<file path="config.mk">
export PLATFORM = sky130hd
export DESIGN_NAME = bmmp_cell
export DESIGN_NICKNAME = d
export VERILOG_FILES = /design/src/rtl/core/bmmp_pkg.sv /design/src/rtl/core/bmmp_cell.sv
export SDC_FILE = /design/constraint.sdc
export NUM_CORES = 1
export LEC_CHECK = 0
export BUFFER_PORTS_ARGS = -buffer_cell sky130_fd_sc_hd__buf_2
export CELL_PAD_IN_SITES_DETAIL_PLACEMENT = 1
export CELL_PAD_IN_SITES_GLOBAL_PLACEMENT = 2
export CORE_MARGIN = 3
export CORE_UTILIZATION = 40
export CTS_CLUSTER_DIAMETER = 60
export CTS_CLUSTER_SIZE = 40
export DETAILED_ROUTE_END_ITERATION = 7
export PLACE_DENSITY = 0.86
export REMOVE_ABC_BUFFERS = 1
export SETUP_SLACK_MARGIN = 0.1
export SYNTH_ARGS = -nofsm -noshare
export SYNTH_HDL_FRONTEND = slang
export SYNTH_SLANG_ARGS = --single-unit
export TNS_END_PERCENT = 10
</file>
<file path="constraint.sdc">
create_clock -name i_clk -period 13.2 [get_ports i_clk]
set_input_delay 1.32 -clock i_clk [delete_from_list [all_inputs] [get_ports i_clk]]
set_output_delay 1.32 -clock i_clk [all_outputs]
set_load 0.03 [all_outputs]
</file>
<file path="src/rtl/core/bmmp_pkg.sv">
// bmmp_pkg: shared types and constants for the binomial mod matrix power block
// no dependencies
package bmmp_pkg;

    localparam int unsigned WORD_W = 31;
    localparam int unsigned R_W    = 4;

    typedef logic [WORD_W-1:0] t_word;
    typedef logic [R_W-1:0]    t_rsel;

    localparam t_word RESET_MODULUS = t_word'(1000000007);

    typedef enum logic [2:0] {
        CELL_HOLD,
        CELL_INIT,
        CELL_LOAD,
        CELL_SHIFT_A,
        CELL_BIT,
        CELL_ACCUM,
        CELL_WB_ACC,
        CELL_WB_BASE
    } t_cell_op;

    typedef struct packed {
        t_cell_op op;
        logic     a_bit;
        logic     sel_acc;
        t_word    one_val;
        t_word    modulus;
    } t_cell_ctrl;

endpackage

</file>
<file path="src/rtl/core/bmmp_cell.sv">
// bmmp_cell: one coefficient cell of the polynomial multiply chain
// bit-serial modular multiply plus modular accumulate; depends on bmmp_pkg
module bmmp_cell #(
    parameter int unsigned INDEX = 0
) (
    input  logic                 i_clk,
    input  bmmp_pkg::t_cell_ctrl i_ctrl,
    input  bmmp_pkg::t_word      i_as,
    input  bmmp_pkg::t_word      i_bs,
    output bmmp_pkg::t_word      o_as,
    output bmmp_pkg::t_word      o_bs,
    output bmmp_pkg::t_word      o_acc
);
    import bmmp_pkg::*;

    t_word r_acc, r_base, r_as, r_bs, r_p, r_c;
    logic [WORD_W+1:0] w_t, w_m1, w_m2;
    logic [WORD_W:0]   w_s;
    t_word             w_p_next, w_c_next;

    always_comb begin
        w_m1 = {2'b00, i_ctrl.modulus};
        w_m2 = {1'b0, i_ctrl.modulus, 1'b0};
        w_t  = {1'b0, r_p, 1'b0} + (i_ctrl.a_bit ? {2'b00, r_bs} : '0);
        if (w_t >= w_m2) begin
            w_p_next = t_word'(w_t - w_m2);
        end else if (w_t >= w_m1) begin
            w_p_next = t_word'(w_t - w_m1);
        end else begin
            w_p_next = t_word'(w_t);
        end
        w_s = {1'b0, r_c} + {1'b0, r_p};
        if (w_s >= {1'b0, i_ctrl.modulus}) begin
            w_c_next = t_word'(w_s - {1'b0, i_ctrl.modulus});
        end else begin
            w_c_next = t_word'(w_s);
        end
    end

    always_ff @(posedge i_clk) begin
        case (i_ctrl.op)
            CELL_INIT: begin
                r_acc  <= (INDEX == 0) ? i_ctrl.one_val : '0;
                r_base <= (INDEX <= 1) ? i_ctrl.one_val : '0;
            end
            CELL_LOAD: begin
                r_as <= i_ctrl.sel_acc ? r_acc : r_base;
                r_bs <= r_base;
                r_c  <= '0;
            end
            CELL_SHIFT_A: begin
                r_as <= i_as;
                r_p  <= '0;
            end
            CELL_BIT: begin
                r_p <= w_p_next;
            end
            CELL_ACCUM: begin
                r_c  <= w_c_next;
                r_bs <= i_bs;
            end
            CELL_WB_ACC: begin
                r_acc <= r_c;
            end
            CELL_WB_BASE: begin
                r_base <= r_c;
            end
            default: begin
            end
        endcase
    end

    assign o_as  = r_as;
    assign o_bs  = r_bs;
    assign o_acc = r_acc;

endmodule

</file>
Word level (Yosys, flattened, before mapping) --
Index checks and enable logic that the tools add are counted.
Operators by class: divide/modulo/power cells 0, eq/ne operators 7, add/subtract/negate cells 5, shifts and indexed selects 0, multiplexer cells 11, reduce and logical (&&, ||, !) cells 5, order comparisons 3, bitwise operators 0, $mul 0
Operators with widths (count):
- 31-bit one-hot mux with 2 select lines | 6
- 31-bit two-way mux | 5
- 31-bit subtractor | 3
- 32-bit by 31-bit adder with 33-bit output | 1
- 33-bit by 31-bit greater-or-equal comparator with 1-bit output | 1
- 33-bit by 32-bit greater-or-equal comparator with 1-bit output | 1
- 31-bit by 31-bit adder with 32-bit output | 1
- 32-bit by 31-bit greater-or-equal comparator with 1-bit output | 1
- 3-bit == test, second input constant | 4
- 2-bit nonzero test | 5
- 3-bit by 2-bit == test with 1-bit output, second input constant | 2
- 3-bit by 1-bit == test with 1-bit output, second input constant | 1
Word-level totals: memory bits (read-only) 0, RAM bits 0, memories kept 0, register bits 186, input bits 130, latch bits 0, output and inout bits 93

Logic depth before layout (Yosys ltp) --
depth in word-level cells 6, gate-level depth with buffers 26, mapped depth without buffers 23

Worst setup path after synthesis --
OpenSTA, ideal clock, no wires.
kind input -> register, start input port i_ctrl[64] (netlist name), end register r_bs[0], in the netlist o_bs[0], enable pin, path buffers 0, arrival time 5.854 ns, slack 6.778 ns, required time 12.632 ns, stages on the path 3, setup time 0.568 ns, cell sequence inv_1 -> nand2_1 -> o21ai_0
On the way: word-level cells in the longest chain between the ends 2, elaborated cells on any way between the ends 3
RTL lines:
- start: declaration | RTL line bmmp_cell.sv:7 | input bmmp_pkg::t_cell_ctrl i_ctrl,
- 3-bit == test / 3-bit by 2-bit == test with 1-bit output (equally long branches) | RTL line bmmp_cell.sv:41 | case (i_ctrl.op)
- 2-bit nonzero test (no source line) *
- end signal: assignment | RTL line bmmp_cell.sv:48 | r_bs <= r_base;
- end signal: assignment | RTL line bmmp_cell.sv:60 | r_bs <= i_bs;
- end: declaration | RTL line bmmp_cell.sv:16 | t_word r_acc, r_base, r_as, r_bs, r_p, r_c;
Every way passes the cells marked *; elsewhere a longest branch is shown, timed or not. A chain may end at the register's enable or synchronous reset.

Worst setup path after layout --
start input port i_ctrl[63] (netlist name), end register r_p[26] (data pin)
On the way: word-level cells in the longest chain between the ends 6, elaborated cells on any way between the ends 9
RTL lines:
- 31-bit two-way mux * | RTL line bmmp_cell.sv:24 | w_t = {1'b0, r_p, 1'b0} + (i_ctrl.a_bit ? {2'b00, r_bs} : '0);
- 32-bit by 31-bit adder with 33-bit output * | RTL line bmmp_cell.sv:24
- 31-bit subtractor / 33-bit by 31-bit greater-or-equal comparator with 1-bit output (equally long branches) | RTL line bmmp_cell.sv:28, bmmp_cell.sv:27
- 31-bit two-way mux | RTL line bmmp_cell.sv:27 | end else if (w_t >= w_m1) begin
- 31-bit two-way mux * | RTL line bmmp_cell.sv:25 | if (w_t >= w_m2) begin
- 31-bit one-hot mux with 2 select lines * | RTL line bmmp_cell.sv:41
- end signal: assignment | RTL line bmmp_cell.sv:56 | r_p <= w_p_next;
- end: declaration | RTL line bmmp_cell.sv:16
Marked as above.

==> summary.txt <==
Run status
  • Outcome: complete, no violations

Clock tree
  • # clock sinks: 186
  • PostCTS Resize Cnt: 0
  • TritonCTS clock tree: yes
  • H-tree levels: 4
  • Later-pin clock latency in the skew report: 0.46 ns
  • Post-CTS Setup Inserts: 0
  • Clock buffer depth: 2
  • Hold-fix buffers at CTS: 0
  • Total CTS buffers: 17
  • Root buf cell: clkbuf_16
  • CTS clock-pin slew for the worst setup and hold paths: 0.09 ns

Layout
  • Final nets: 2,319
  • Area Overhead vs Synth: 13.56%
  • Layout fillers: 4,826
  • Layout cells sized above 1: 17.91%

Run
  • Max-cap violations: 0

Power
  • Worst vdd rail ir drop: 0.1065 mV
  • Post-route total power: 2472 uW
  • Leak: 0.008413 uW
  • PD cells: 129.7 mW/mm2

Critical path
  • Worst reg-to-reg path cell count: 24
  • Reg2reg end: r_p[26]
  • Crit. End Element: flip-flop
  • Worst Setup Start Kind: input port
  • CP required: 13.39 ns
  • Critical path class: input port to flip-flop
  • Crit path arrival time: 7.67 ns
  • Worst Setup SP: i_ctrl[63]
  • Reg-to-Reg Start: o_bs[1]
  • Worst Setup EP: r_p[26]
  • Flop2flop setup slack: 6.54 ns
  • Worst Path Max Fanout: 32

Timing
  • Final period util: 56.68%
  • Slew HR: 30.28%
  • Slew of the pin with the lowest slew margin: 1.046 ns
  • Hold_ws: 0.5487 ns
  • Final setup fails: 0
  • Hold Violations, Final: 0
  • Final worst-path setup slack: 5.718 ns
  • Clock skew: 0.01701 ns
  • RSZ-0062 raised after global routing: no
  • Slew Viols, Final: 0
  • Post-route minimum period: 7.482 ns
  • Setup TNS: 0 ns
  • Max Fclk: 133.7 MHz

Routing
  • First-pass DRT Iterations: 5
  • DR iter-0 viols: 960
  • Via-to-Cell Ratio: 5.775
  • DRC viols: 0
  • Post-DRT Antenna Nets: 0
  • Via count: 14,889
  • WL final: 57.48 mm
  • Routed len/inst: 22.30 um

Synthesis
  • Most frequent cell after synthesis: nand2_1
  • Async SR Flop Fraction: 0%
  • Synth Cell Area: 0.01679 mm2
  • Synth top area share: 33.27%
  • Commonest cells post-synth: nand2_1, edfxtp_1, a21oi_1
  • Top FF cell, synth: edfxtp_1
  • Sequential area share after synthesis: 33.27%
  • Mean Syn Cell Area: 9.164 um2
  • Ys Warns: 0
  • Synth unique cells: 86
  • Dominant cells by area after synthesis: edfxtp_1, ha_1, a21oi_1, nand2_1, mux2i_1
  • Flops & latches, synth: 186
  • Cells after Synth: 1,832
  • Post-synth EDFFs: 186
  • Cell taking the most area after synthesis: edfxtp_1

Global route
  • Largest net degree at the start of global routing: 63
  • Vias in the first global route: 15,155
  • First-pass GRT wire length: 87.62 mm
  • Initial antenna violation count: 2
  • Total GRT Usage: 25.39%
  • GRT overflow: 0

Floorplan
  • Die Ht: 210.9 um
  • Die Wd: 210.9 um
  • Die area: 0.04447 mm2
  • Ports: 223
  • Initial core utilization: 40.84%
  • FP Rows: 74
  • Area of the core: 0.04111 mm2

Worst hold path
  • Worst hold path class: flip-flop to flip-flop
  • Hold path depth: 2

Place
  • Post-Place Setup Slack: 5.226 ns
  • Post-DP HPWL: 46.74 mm
  • Gpl congestion: 0.9308
  • Count of input and output buffers: 222
==> metrics by stage <==
stage,utilization [%],area (um2),cells
2_1_floorplan,-,16510,1774
3_3_place_gp,44.86,18440,2543
3_5_place_dp,44.86,18440,2543
4_1_cts,46.36,19060,2575
5_1_grt,46.36,19060,2575
6_report,46.38,19060,2578
==> flip-flops by register name (all words and copies together), names as in the netlist <==
| signal | count |
|---|---|
| o_acc | 31 |
| o_as | 31 |
| o_bs | 31 |
| r_base | 31 |
| r_c | 31 |
| r_p | 31 |
==> logic make-up after synthesis <==
| group | after synthesis | synth area share (%) |
|---|---|---|
| simple gates | 562 | 15.73 |
| compound gates | 532 | 20.62 |
| flops | 186 | 33.27 |
| fa+ha+maj | 159 | 12.07 |
| buf+inv | 136 | 3.391 |
| mux | 136 | 8.600 |
| xor+xnor | 121 | 6.312 |
==> worst max-delay path: stages <==
cell and delay, ns:
buf_2 0.30, and2_1 0.25, ha_1 0.22, fa_1 0.43, a211oi_1 0.45, nor4_1 0.17
o21bai_1 0.22, o221a_2 0.26, a21oi_1 0.14, o21ai_0 0.22, nand2_1 0.09, xnor2_1 0.23
inv_1 0.10, ha_1 0.37, and3_1 0.26, nand2_1 0.16, nor4b_1 0.59, a21oi_1 0.20
a21oi_1 0.19, inv_1 0.07, o211ai_2 0.16, or2_1 0.38, buf_4 0.42, mux2i_1 0.27
o22ai_1 0.11
==> power by group <==
part	total, uW	internal, uW	switching [uW]
registers	729	699	29.9
logic	1190	470	720
clock network	553	276	277
==> cells in the final DEF (no fill, tap or decap), drive strengths merged, types with 21 or more instances in the layout <==
cell type,n
ha,154
a31oi,28
a211oi,27
edfxtp,186
a21o,77
and2,40
a21oi,168
nor2,143
nand2,202
inv,87
nand3,36
mux2i,73
nand2b,24
nor3,28
xor2,38
o21bai,21
buf,237
xnor2,83
o21ai,97
mux2,63
==> metal layers <==
metal  global-route usage (%)  part of all wire, %  up-vias
met5                        0                0.017        -
met4                    5.104                  1.4        2
met3                    3.431                  4.7       45
met2                    41.00                   45      325
met1                    36.70                   49     7317
li1                         -                    -     7200
==> area by class of cell <==
| class | count | area (um2) | area share (%) |
|---|---|---|---|
| multi-input combinational | 1510 | 10670 | 55.99 |
| antenna | 3 | 7.507 | 0.03938 |
| inverter | 78 | 292.8 | 1.536 |
| clock buffer | 17 | 425.4 | 2.231 |
| clock inverter | 15 | 190.2 | 0.9976 |
| timing repair buffer | 237 | 1224 | 6.419 |
| tap | 532 | 665.6 | 3.492 |
| sequential | 186 | 5585 | 29.30 |
==> how the worst min path moves through the flow <==
stage               slack [ns]      start  endpoint
floorplan                 0.52  r_base[0]   o_bs[0]
global placement          0.52  r_base[9]   o_bs[9]
detailed placement        0.53  r_base[7]   o_bs[7]
CTS                       0.55  r_base[9]   o_bs[9]
global route              0.57  r_base[9]   o_bs[9]
finish                    0.55  r_base[9]   o_bs[9]
(Power assumes the default switching activity.)
